File: src/msm_pkg.sv
`default_nettype none

package msm_pkg;

    // Field and register widths
    localparam int OPCODE_W  = 2;
    localparam int BYTE_W    = 8;
    localparam int PWM_W     = 10;
    localparam int RPM_W     = 24;
    localparam int CFG_IDX_W = 3;
    localparam int CFG_W     = 10;
    localparam int WIN_W     = 4;
    localparam int PPR_W     = 8;
    localparam int SCALE_W   = 10;
    localparam int ALPHA_W   = 9;
    localparam int GAIN_W    = 10;

    // Datapath widths
    localparam int MUL_A_W   = 10;
    localparam int MUL_B_W   = 33;
    localparam int PROD_W    = MUL_A_W + MUL_B_W;
    localparam int NUM_W     = PPR_W + SCALE_W;
    localparam int QUO_W     = NUM_W + 8;
    localparam int DIV_STEPS = QUO_W;
    localparam int DIV_CNT_W = $clog2(DIV_STEPS);
    localparam int GAIN_SHIFT = 16;

    // Constants
    localparam int MSM_TABLE_ENTRIES = 101;
    localparam int TABLE_TOP         = 356;
    localparam logic [BYTE_W-1:0]  START_BYTE = 8'hFF;
    localparam logic [RPM_W-1:0]   Q24_MAX    = 24'hFF_FFFF;
    localparam logic [ALPHA_W-1:0] ALPHA_ONE  = 9'd256;

    // Register reset values
    localparam logic [WIN_W-1:0]   WINDOW_TICKS_RST   = 4'd4;
    localparam logic [PPR_W-1:0]   PULSES_PER_REV_RST = 8'd8;
    localparam logic [SCALE_W-1:0] RPM_SCALE_RST      = 10'd240;
    localparam logic [ALPHA_W-1:0] ALPHA_RST          = 9'd205;
    localparam logic [GAIN_W-1:0]  GAIN_RST           = 10'd256;

    typedef enum logic [CFG_IDX_W-1:0] {
        CFG_WINDOW_TICKS   = 3'd0,
        CFG_PULSES_PER_REV = 3'd1,
        CFG_RPM_SCALE      = 3'd2,
        CFG_ALPHA          = 3'd3,
        CFG_GAIN           = 3'd4
    } t_cfg_idx;

    typedef enum logic [OPCODE_W-1:0] {
        OP_PULSE = 2'd0,
        OP_TICK  = 2'd1,
        OP_BYTE  = 2'd2,
        OP_NONE  = 2'd3
    } t_opcode;

    typedef enum logic [1:0] {
        MUL_NUM  = 2'd0,
        MUL_NEW  = 2'd1,
        MUL_OLD  = 2'd2,
        MUL_GAIN = 2'd3
    } t_mul_sel;

    // Controller to datapath commands
    typedef struct packed {
        logic     latch;
        logic     decode;
        logic     mul_en;
        t_mul_sel mul_sel;
        logic     div_load;
        logic     div_step;
        logic     raw_take;
        logic     mix_load;
        logic     mix_add;
        logic     store;
        logic     load_out;
    } t_dp_cmd;

    // Datapath to controller status
    typedef struct packed {
        logic win_close;
        logic filt_nz;
    } t_dp_stat;

endpackage

`default_nettype wire

File: src/msm_dp.sv
`default_nettype none

module msm_dp #(
    parameter int TABLE_ENTRIES = msm_pkg::MSM_TABLE_ENTRIES
) (
    input  wire logic                                  i_clk,
    input  wire logic                                  i_rst_n,
    input  wire logic                                  i_cfg_we,
    input  wire logic [msm_pkg::CFG_IDX_W-1:0]         i_cfg_index,
    input  wire logic [msm_pkg::CFG_W-1:0]             i_cfg_data,
    input  wire logic [msm_pkg::OPCODE_W-1:0]          i_opcode,
    input  wire logic [msm_pkg::BYTE_W-1:0]            i_rx_byte,
    input  wire msm_pkg::t_dp_cmd                      i_cmd,
    output msm_pkg::t_dp_stat                          o_stat,
    output logic [msm_pkg::PWM_W-1:0]                  o_pwm_compare,
    output logic [msm_pkg::RPM_W-1:0]                  o_rpm_q8,
    output logic                                       o_rpm_report,
    output logic                                       o_command_applied
);
    import msm_pkg::*;

    localparam int IDX_W = (TABLE_ENTRIES > 1) ? $clog2(TABLE_ENTRIES) : 1;
    localparam logic [BYTE_W-1:0] LAST_IDX = BYTE_W'(TABLE_ENTRIES - 1);

    // Configuration registers
    logic [WIN_W-1:0]   r_window_ticks;
    logic [PPR_W-1:0]   r_pulses_per_rev;
    logic [SCALE_W-1:0] r_rpm_scale;
    logic [ALPHA_W-1:0] r_alpha;
    logic [GAIN_W-1:0]  r_gain;

    // Event state
    logic [OPCODE_W-1:0] r_opcode;
    logic [BYTE_W-1:0]   r_byte;
    logic [WIN_W-1:0]    r_tick;
    logic [PPR_W-1:0]    r_pulse;
    logic [RPM_W-1:0]    r_filt;
    logic [1:0]          r_pos;
    logic                r_started;
    logic [BYTE_W-1:0]   r_duty_byte;
    logic [BYTE_W-1:0]   r_duty;
    logic [BYTE_W-1:0]   r_motor;
    logic                r_report;
    logic                r_applied;

    // Arithmetic registers
    logic [PROD_W-1:0]  r_prod;
    logic [MUL_B_W-1:0] r_acc;
    logic [QUO_W-1:0]   r_quo;
    logic [PPR_W-1:0]   r_rem;
    logic [RPM_W-1:0]   r_raw;

    logic [WIN_W-1:0]   w_tick_inc;
    logic               w_close;
    logic [ALPHA_W-1:0] w_alpha;
    logic [MUL_A_W-1:0] w_mul_a;
    logic [MUL_B_W-1:0] w_mul_b;
    logic [PPR_W:0]     w_shift;
    logic               w_ge;
    logic [PPR_W:0]     w_diff;
    logic [RPM_W-1:0]   w_raw_sat;
    logic [RPM_W-1:0]   w_gain_sat;
    logic [1:0]         w_pos;
    logic [IDX_W-1:0]   w_idx;
    logic [PWM_W-1:0]   w_table [TABLE_ENTRIES];

    // Duty table: entry i is i * 356 / (entries - 1)
    for (genvar g = 0; g < TABLE_ENTRIES; g++) begin : g_table
        localparam int ENTRY = (g * TABLE_TOP) / (TABLE_ENTRIES - 1);
        assign w_table[g] = PWM_W'(ENTRY);
    end

    // Window tick compare
    assign w_tick_inc = r_tick + WIN_W'(1);
    assign w_close    = (t_opcode'(r_opcode) == OP_TICK) && (w_tick_inc >= r_window_ticks);

    assign o_stat.win_close = w_close;
    assign o_stat.filt_nz   = (r_filt != '0);

    // Filter weight, limited to one
    assign w_alpha = (r_alpha > ALPHA_ONE) ? ALPHA_ONE : r_alpha;

    // Shared multiplier operand select
    always_comb begin
        unique case (i_cmd.mul_sel)
            MUL_NUM: begin
                w_mul_a = r_rpm_scale;
                w_mul_b = MUL_B_W'(r_pulse);
            end
            MUL_NEW: begin
                w_mul_a = MUL_A_W'(w_alpha);
                w_mul_b = MUL_B_W'(r_raw);
            end
            MUL_OLD: begin
                w_mul_a = MUL_A_W'(ALPHA_ONE - w_alpha);
                w_mul_b = MUL_B_W'(r_filt);
            end
            MUL_GAIN: begin
                w_mul_a = r_gain;
                w_mul_b = r_acc;
            end
            default: begin
                w_mul_a = '0;
                w_mul_b = '0;
            end
        endcase
    end

    // Restoring divider step
    assign w_shift = {r_rem, r_quo[QUO_W-1]};
    assign w_ge    = (w_shift >= {1'b0, r_pulses_per_rev});
    assign w_diff  = w_shift - {1'b0, r_pulses_per_rev};

    // Saturate quotient and gained filter output to 24 bits
    assign w_raw_sat  = (r_quo[QUO_W-1:RPM_W] != '0) ? Q24_MAX : r_quo[RPM_W-1:0];
    assign w_gain_sat = (r_prod[PROD_W-1:GAIN_SHIFT+RPM_W] != '0) ? Q24_MAX :
                        r_prod[GAIN_SHIFT+RPM_W-1:GAIN_SHIFT];

    // A start byte always restarts the frame
    assign w_pos = (r_byte == START_BYTE) ? 2'd0 : r_pos;

    // Clamp duty into the table
    assign w_idx = (r_duty > LAST_IDX) ? IDX_W'(LAST_IDX) : IDX_W'(r_duty);

    // Configuration writes
    always_ff @(posedge i_clk) begin
        if (!i_rst_n) begin
            r_window_ticks   <= WINDOW_TICKS_RST;
            r_pulses_per_rev <= PULSES_PER_REV_RST;
            r_rpm_scale      <= RPM_SCALE_RST;
            r_alpha          <= ALPHA_RST;
            r_gain           <= GAIN_RST;
        end else if (i_cfg_we) begin
            unique case (i_cfg_index)
                CFG_WINDOW_TICKS:   r_window_ticks   <= i_cfg_data[WIN_W-1:0];
                CFG_PULSES_PER_REV: r_pulses_per_rev <= i_cfg_data[PPR_W-1:0];
                CFG_RPM_SCALE:      r_rpm_scale      <= i_cfg_data[SCALE_W-1:0];
                CFG_ALPHA:          r_alpha          <= i_cfg_data[ALPHA_W-1:0];
                CFG_GAIN:           r_gain           <= i_cfg_data[GAIN_W-1:0];
                default: ;
            endcase
        end
    end

    // Hold the accepted word
    always_ff @(posedge i_clk) begin
        if (i_cmd.latch) begin
            r_opcode <= i_opcode;
            r_byte   <= i_rx_byte;
        end
    end

    // Event state: counters, filter value, frame decoder
    always_ff @(posedge i_clk) begin
        if (!i_rst_n) begin
            r_tick      <= '0;
            r_pulse     <= '0;
            r_filt      <= '0;
            r_pos       <= '0;
            r_started   <= 1'b0;
            r_duty_byte <= '0;
            r_duty      <= '0;
            r_motor     <= '0;
            r_report    <= 1'b0;
            r_applied   <= 1'b0;
        end else begin
            if (i_cmd.decode) begin
                r_report  <= 1'b0;
                r_applied <= 1'b0;
                unique case (t_opcode'(r_opcode))
                    OP_PULSE: begin
                        if (r_pulse != '1) begin
                            r_pulse <= r_pulse + PPR_W'(1);
                        end
                    end
                    OP_TICK: begin
                        if (w_close) begin
                            r_tick   <= '0;
                            r_report <= (r_motor == BYTE_W'(1));
                        end else begin
                            r_tick <= w_tick_inc;
                        end
                    end
                    OP_BYTE: begin
                        case (w_pos)
                            2'd0: begin
                                r_started <= (r_byte == START_BYTE);
                                r_pos     <= 2'd1;
                            end
                            2'd1: begin
                                r_duty_byte <= r_byte;
                                r_pos       <= 2'd2;
                            end
                            default: begin
                                if (r_started) begin
                                    r_duty    <= r_duty_byte;
                                    r_motor   <= r_byte;
                                    r_applied <= 1'b1;
                                end
                                r_pos <= 2'd0;
                            end
                        endcase
                    end
                    OP_NONE: ;
                    default: ;
                endcase
            end
            // Take the raw speed when the filter is empty; drop the pulse count
            if (i_cmd.raw_take) begin
                r_pulse <= '0;
                if (r_filt == '0) begin
                    r_filt <= w_raw_sat;
                end
            end
            if (i_cmd.store) begin
                r_filt <= w_gain_sat;
            end
        end
    end

    // Multiplier, divider and mix accumulator
    always_ff @(posedge i_clk) begin
        if (i_cmd.mul_en) begin
            r_prod <= PROD_W'(w_mul_a) * PROD_W'(w_mul_b);
        end
        if (i_cmd.div_load) begin
            r_quo <= {r_prod[NUM_W-1:0], 8'd0};
            r_rem <= '0;
        end else if (i_cmd.div_step) begin
            r_quo <= {r_quo[QUO_W-2:0], w_ge};
            r_rem <= w_ge ? w_diff[PPR_W-1:0] : w_shift[PPR_W-1:0];
        end
        if (i_cmd.raw_take) begin
            r_raw <= w_raw_sat;
        end
        if (i_cmd.mix_load) begin
            r_acc <= r_prod[MUL_B_W-1:0];
        end else if (i_cmd.mix_add) begin
            r_acc <= r_acc + r_prod[MUL_B_W-1:0];
        end
    end

    // Result register
    always_ff @(posedge i_clk) begin
        if (i_cmd.load_out) begin
            o_pwm_compare     <= (r_motor != '0) ? w_table[w_idx] : '0;
            o_rpm_q8          <= r_filt;
            o_rpm_report      <= r_report;
            o_command_applied <= r_applied;
        end
    end

endmodule

`default_nettype wire

File: src/msm_ctrl.sv
`default_nettype none

module msm_ctrl (
    input  wire logic              i_clk,
    input  wire logic              i_rst_n,
    input  wire logic              i_in_valid,
    output logic                   o_in_ready,
    output logic                   o_out_valid,
    input  wire logic              i_out_ready,
    input  wire msm_pkg::t_dp_stat i_stat,
    output msm_pkg::t_dp_cmd       o_cmd
);
    import msm_pkg::*;

    typedef enum logic [11:0] {
        S_IDLE   = 12'b0000_0000_0001,
        S_DECODE = 12'b0000_0000_0010,
        S_NUM    = 12'b0000_0000_0100,
        S_DIVLD  = 12'b0000_0000_1000,
        S_DIV    = 12'b0000_0001_0000,
        S_RAW    = 12'b0000_0010_0000,
        S_MIXA   = 12'b0000_0100_0000,
        S_MIXB   = 12'b0000_1000_0000,
        S_MIXC   = 12'b0001_0000_0000,
        S_GAIN   = 12'b0010_0000_0000,
        S_STORE  = 12'b0100_0000_0000,
        S_FINISH = 12'b1000_0000_0000
    } t_state;

    localparam logic [DIV_CNT_W-1:0] DIV_LAST = DIV_CNT_W'(DIV_STEPS - 1);

    t_state               r_state, n_state;
    logic [DIV_CNT_W-1:0] r_cnt, n_cnt;
    logic                 r_out_valid, n_out_valid;
    logic                 w_out_free;

    assign o_in_ready  = (r_state == S_IDLE);
    assign o_out_valid = r_out_valid;
    assign w_out_free  = !r_out_valid || i_out_ready;

    // Sequence one word through decode and, on window close, the speed math
    always_comb begin
        n_state     = r_state;
        n_cnt       = r_cnt;
        n_out_valid = r_out_valid;
        o_cmd       = '0;
        o_cmd.mul_sel = MUL_NUM;

        if (r_out_valid && i_out_ready) begin
            n_out_valid = 1'b0;
        end

        unique case (r_state)
            S_IDLE: begin
                if (i_in_valid) begin
                    o_cmd.latch = 1'b1;
                    n_state     = S_DECODE;
                end
            end
            S_DECODE: begin
                o_cmd.decode = 1'b1;
                n_state      = i_stat.win_close ? S_NUM : S_FINISH;
            end
            S_NUM: begin
                o_cmd.mul_en  = 1'b1;
                o_cmd.mul_sel = MUL_NUM;
                n_state       = S_DIVLD;
            end
            S_DIVLD: begin
                o_cmd.div_load = 1'b1;
                n_cnt          = '0;
                n_state        = S_DIV;
            end
            S_DIV: begin
                o_cmd.div_step = 1'b1;
                if (r_cnt == DIV_LAST) begin
                    n_state = S_RAW;
                end else begin
                    n_cnt = r_cnt + DIV_CNT_W'(1);
                end
            end
            S_RAW: begin
                o_cmd.raw_take = 1'b1;
                n_state        = i_stat.filt_nz ? S_MIXA : S_FINISH;
            end
            S_MIXA: begin
                o_cmd.mul_en  = 1'b1;
                o_cmd.mul_sel = MUL_NEW;
                n_state       = S_MIXB;
            end
            S_MIXB: begin
                o_cmd.mix_load = 1'b1;
                o_cmd.mul_en   = 1'b1;
                o_cmd.mul_sel  = MUL_OLD;
                n_state        = S_MIXC;
            end
            S_MIXC: begin
                o_cmd.mix_add = 1'b1;
                n_state       = S_GAIN;
            end
            S_GAIN: begin
                o_cmd.mul_en  = 1'b1;
                o_cmd.mul_sel = MUL_GAIN;
                n_state       = S_STORE;
            end
            S_STORE: begin
                o_cmd.store = 1'b1;
                n_state     = S_FINISH;
            end
            S_FINISH: begin
                // Hold until the result register is free
                if (w_out_free) begin
                    o_cmd.load_out = 1'b1;
                    n_out_valid    = 1'b1;
                    n_state        = S_IDLE;
                end
            end
            default: begin
                n_state = S_IDLE;
            end
        endcase
    end

    always_ff @(posedge i_clk) begin
        if (!i_rst_n) begin
            r_state     <= S_IDLE;
            r_cnt       <= '0;
            r_out_valid <= 1'b0;
        end else begin
            r_state     <= n_state;
            r_cnt       <= n_cnt;
            r_out_valid <= n_out_valid;
        end
    end

endmodule

`default_nettype wire

File: src/motor_speed_monitor_and_command.sv
`default_nettype none

// Motor speed monitor and command block. Each input word is one event:
// an encoder pulse, a window timer tick or a received serial byte, and each
// yields one result word with the PWM compare value, the filtered speed in
// Q8 rpm and two flags. Pulses, bytes and ticks that do not close a window
// go straight from decode to the result. A tick that closes a window runs
// the speed computation on one shared 10x33 multiplier and a one-bit-per-cycle
// divider over the 26-bit numerator, and skips the filter blend while the
// filter is empty. One word is in work at a time; the next word is taken
// while the previous result still waits in the output register.
module motor_speed_monitor_and_command #(
    parameter int TABLE_ENTRIES = msm_pkg::MSM_TABLE_ENTRIES
) (
    input  wire logic                          i_clk,
    input  wire logic                          i_rst_n,
    input  wire logic                          i_cfg_we,
    input  wire logic [msm_pkg::CFG_IDX_W-1:0] i_cfg_index,
    input  wire logic [msm_pkg::CFG_W-1:0]     i_cfg_data,
    input  wire logic                          i_in_valid,
    output logic                               o_in_ready,
    input  wire logic [msm_pkg::OPCODE_W-1:0]  i_opcode,
    input  wire logic [msm_pkg::BYTE_W-1:0]    i_rx_byte,
    output logic                               o_out_valid,
    input  wire logic                          i_out_ready,
    output logic [msm_pkg::PWM_W-1:0]          o_pwm_compare,
    output logic [msm_pkg::RPM_W-1:0]          o_rpm_q8,
    output logic                               o_rpm_report,
    output logic                               o_command_applied
);
    import msm_pkg::*;

    t_dp_cmd  w_cmd;
    t_dp_stat w_stat;

    msm_ctrl u_ctrl (
        .i_clk       (i_clk),
        .i_rst_n     (i_rst_n),
        .i_in_valid  (i_in_valid),
        .o_in_ready  (o_in_ready),
        .o_out_valid (o_out_valid),
        .i_out_ready (i_out_ready),
        .i_stat      (w_stat),
        .o_cmd       (w_cmd)
    );

    msm_dp #(
        .TABLE_ENTRIES (TABLE_ENTRIES)
    ) u_dp (
        .i_clk             (i_clk),
        .i_rst_n           (i_rst_n),
        .i_cfg_we          (i_cfg_we),
        .i_cfg_index       (i_cfg_index),
        .i_cfg_data        (i_cfg_data),
        .i_opcode          (i_opcode),
        .i_rx_byte         (i_rx_byte),
        .i_cmd             (w_cmd),
        .o_stat            (w_stat),
        .o_pwm_compare     (o_pwm_compare),
        .o_rpm_q8          (o_rpm_q8),
        .o_rpm_report      (o_rpm_report),
        .o_command_applied (o_command_applied)
    );

endmodule

`default_nettype wire

File: config.mk
export PLATFORM = sky130hd
export DESIGN_NAME = motor_speed_monitor_and_command
export DESIGN_NICKNAME = d
export VERILOG_FILES = /design/src/msm_pkg.sv /design/src/msm_dp.sv /design/src/msm_ctrl.sv /design/src/motor_speed_monitor_and_command.sv
export SDC_FILE = /design/constraint.sdc
export NUM_CORES = 2
export LEC_CHECK = 0
export BUFFER_PORTS_ARGS = -buffer_cell sky130_fd_sc_hd__buf_2
export CORE_MARGIN = 3
export CORE_UTILIZATION = 30
export DETAILED_ROUTE_END_ITERATION = 8
export PLACE_DENSITY = 0.46
export SLEW_MARGIN = 40
export SYNTH_ARGS = -nofsm -noshare
export SYNTH_HDL_FRONTEND = slang
export SYNTH_SLANG_ARGS = --single-unit
File: constraint.sdc
create_clock -name i_clk -period 10.01 [get_ports i_clk]
set_clock_uncertainty 0.05 [all_clocks]
set_input_delay 1.001 -clock i_clk [delete_from_list [all_inputs] [get_ports i_clk]]
set_output_delay 1.001 -clock i_clk [all_outputs]
set_load 0.02 [all_outputs]
==> impl_metrics.py <==
metrics = {
    "worst_setup_path": {
        "slowest_stage": "nor4_1",
        "crit_type": "flip-flop to flip-flop",
        "cp_max_fo": 15,
        "cp.arrival_ns": 8.99,
        "crit_buf_inv": 3,
        "path_common_cell": "fa_1",
        "critical_path.top_delay_family": "adder cells",
        "critical-path-max-stage-delay_ns": 0.69,
        "crit_path_end_kind": "flip-flop",
        "cp-start-kind": "flip-flop",
        "crit_required_ns": 10.24,
    },
    "cells_and_area": {
        "layout-drive-gt1-share": 0.07286,
        "synthToLayoutAreaGrowth_pct": 10.42,
        "antenna_cells": 0,
        "final_cell_area_sq_um": 28790,
        "finalNetCount": 3337,
        "final_cell_mix": "nand2_1 (409), nor2_1 (320), inv_1 (291)",
        "layout_commonest_cell": "nand2_1",
    },
    "clock_tree": {
        "cts_num_sinks": 303,
        "clockBufferDepth": 3,
        "postCtsHoldBufs": 0,
        "clock_latency_ns": 0.57,
        "cts_resized": 0,
        "numCtsBuffers": 36,
        "clk_pin_slew_ns": 0.06,
        "cts_tree": "yes",
        "htree_num_levels": 2,
        "post_cts_buffers": 0,
        "cts_root_buf": "clkbuf_16",
    },
    "synthesis": {
        "synth_ff_type": "edfxtp_1",
        "synthDistinctLibCells": 94,
        "synth_area_per_cell_sq_um": 8.895,
        "synth_warnings": 0,
        "synth_area_leaders": "fa_1 (19%), edfxtp_1 (19%), dfxtp_1 (11%)",
        "syn_nets": 3344,
        "synth_edf_count": 163,
        "syn_inst": 2931,
        "synth_area_sq_um": 26070,
        "async_reset_ff_frac": 0,
        "synth.top_cell.area_share": 0.1904,
        "post-synth-top-area-cell": "fa_1",
        "yosys_register_bits": 303,
        "yosysSeqAreaShare": 0.2953,
    },
    "global_routing": {
        "grt-ovfl-total": 0,
        "grt_max_degree": 59,
        "grt_pass1_wl_um": 128200,
        "grt_pass1_vias": 21448,
        "track_usage": 0.1826,
        "antenna_found_initial": 4,
    },
    "sta": {
        "fin_crit_ns": 8.751,
        "fin_tns_setup_ns": 0,
        "post-route-period-util": 0.8743,
        "slew_violations": 0,
        "max_freq_mhz": 114.3,
        "tightest_slew_ns": 0.8175,
        "hold_violations": 0,
        "grt_setup_unrepaired": "false",
        "setup_viol": 0,
        "slew_headroom": 0.4543,
    },
    "floorplanning": {
        "ios": 66,
        "die-area_sq_um": 90470,
        "rows": 107,
        "start_util": 0.3043,
        "die_w_um": 300.8,
        "die_y_um": 300.8,
        "core_area_sq_um": 85680,
    },
    "run_status": {
        "status": "finished, final reports clean",
    },
    "routing": {
        "via_count": 21469,
        "routed_wl_um": 82910,
        "via_per_inst": 5.243,
        "drt_iter0_markers": 1755,
        "dr.pass1.iters": 6,
        "wire_per_inst_um": 20.25,
        "drcViolationCount": 0,
        "ant_nets": 0,
    },
    "placement": {
        "dpl.hpwl_um": 65410,
        "dpl-instance-area_sq_um": 27530,
        "gp_congestion": 0.8791,
        "portBuffers": 64,
    },
    "pwr": {
        "peakVddDrop_mv": 0.1130,
        "p_per_area_nw_per_um2": 96.78,
        "p_leak_nw": 12.87,
        "finalPower_mw": 2.786,
    },
    "worst_hold_path": {
        "hold_class": "flip-flop to flip-flop",
    },
    "run": {
        "max_cap_violations": 0,
    },
}
==> through the flow <==
stage                     hold slack (ns)  instances  setup WS, ns  utilization
after global routing               0.4296       4095        0.5190       0.3360
final                              0.4052       4095         1.259       0.3360
after floorplan                    0.3581       2931         2.551            -
after detailed placement           0.3940       4030         1.198       0.3213
after CTS                          0.4085       4095         1.165       0.3358
after global placement             0.3710       4029         1.320       0.3208
==> final timing paths <==
kind                                  startpoint                           to  slack, ns  cells after the start
hold / removal        u_dp.r_report$_SDFFE_PN0P_  u_dp.o_rpm_report$_DFFE_PP_       0.41                      0
setup reg to reg  u_ctrl.r_state[8]$_SDFFE_PN0P_    u_dp.r_prod[40]$_DFFE_PP_       1.26                     25
setup / recovery  u_ctrl.r_state[8]$_SDFFE_PN0P_    u_dp.r_prod[40]$_DFFE_PP_       1.26                     25
hold reg to reg       u_dp.r_report$_SDFFE_PN0P_  u_dp.o_rpm_report$_DFFE_PP_       0.41                      0
==> synthesized netlist by cell type, types with 26 or more instances <==
cell and n:
o21ai_0 133, a21o_1 38, o211a_1 26, nor3_1 59
a21oi_1 166, nand2_1 409, nand2b_1 38, dfxtp_1 140
xnor2_1 52, xor2_1 29, clkbuf_1 110, nand3_1 67
fa_1 248, edfxtp_1 163, a22o_1 29, or3_1 38
nor2_1 322, ha_1 137, inv_1 292
==> power breakdown <==
group          internal, mW  total, mW  leakage, nW  switching, mW
sequential             1.31       1.32         2.60         0.0102
combinational        0.0225     0.0708         9.66         0.0483
clock                 0.841       1.40        0.605          0.556
==> area by class of cell <==
cell class | count | area, sq um
fillers | 8989 | 56890
well taps | 1144 | 1431
clock buffers | 48 | 1006
inverters | 294 | 1104
multi-input cells | 2191 | 16730
repair buffers | 98 | 583.1
clock inverters | 17 | 236.5
flip-flops and latches | 303 | 7697
==> flip-flops by register name, indices dropped and copies added (netlist names), 10 cells and up <==
register and count:
u_dp.r_prod 43, u_dp.r_acc 33, u_dp.r_quo 26, u_dp.o_rpm_q8 24, u_dp.r_filt 24, u_dp.r_raw 24
u_ctrl.r_state 12, u_dp.r_gain 10, u_dp.r_rpm_scale 10
==> worst register-to-register path: cells and delay by family, from the launching register on <==
| family | cells | cell delay [ns] |
|---|---|---|
| fa+ha+maj | 6 | 2.75 |
| simple gates | 6 | 2.47 |
| compound gates | 9 | 2.32 |
| flops | 1 | 0.39 |
| buf+inv | 3 | 0.37 |
| xor+xnor | 1 | 0.12 |
==> per-layer routing <==
layer,vias to the layer above,share of wire,track usage
met5,-,0,0
met4,0,0.028,0.05298
met3,112,0.052,0.02141
met2,667,0.48,0.3059
met1,10747,0.44,0.2481
li1,9943,-,-
==> cells by family (layout without fill, tap and decap cells) <==
| kind of cell | count (synthesis) | count (layout) | synth area share |
|---|---|---|---|
| multiplexers | 21 | 21 | 0.008111 |
| AO/OA/AOI/OAI | 594 | 594 | 0.1519 |
| XOR/XNOR | 81 | 81 | 0.02721 |
| AND/OR/NAND/NOR | 1109 | 1109 | 0.1944 |
| other | 1 | 1 | 0.0001438 |
| buffers and inverters | 437 | 457 | 0.06676 |
| adder cells (fa/ha/maj) | 385 | 385 | 0.2562 |
| flip-flops | 303 | 303 | 0.2953 |
Power figures use the tool's default switching activity.
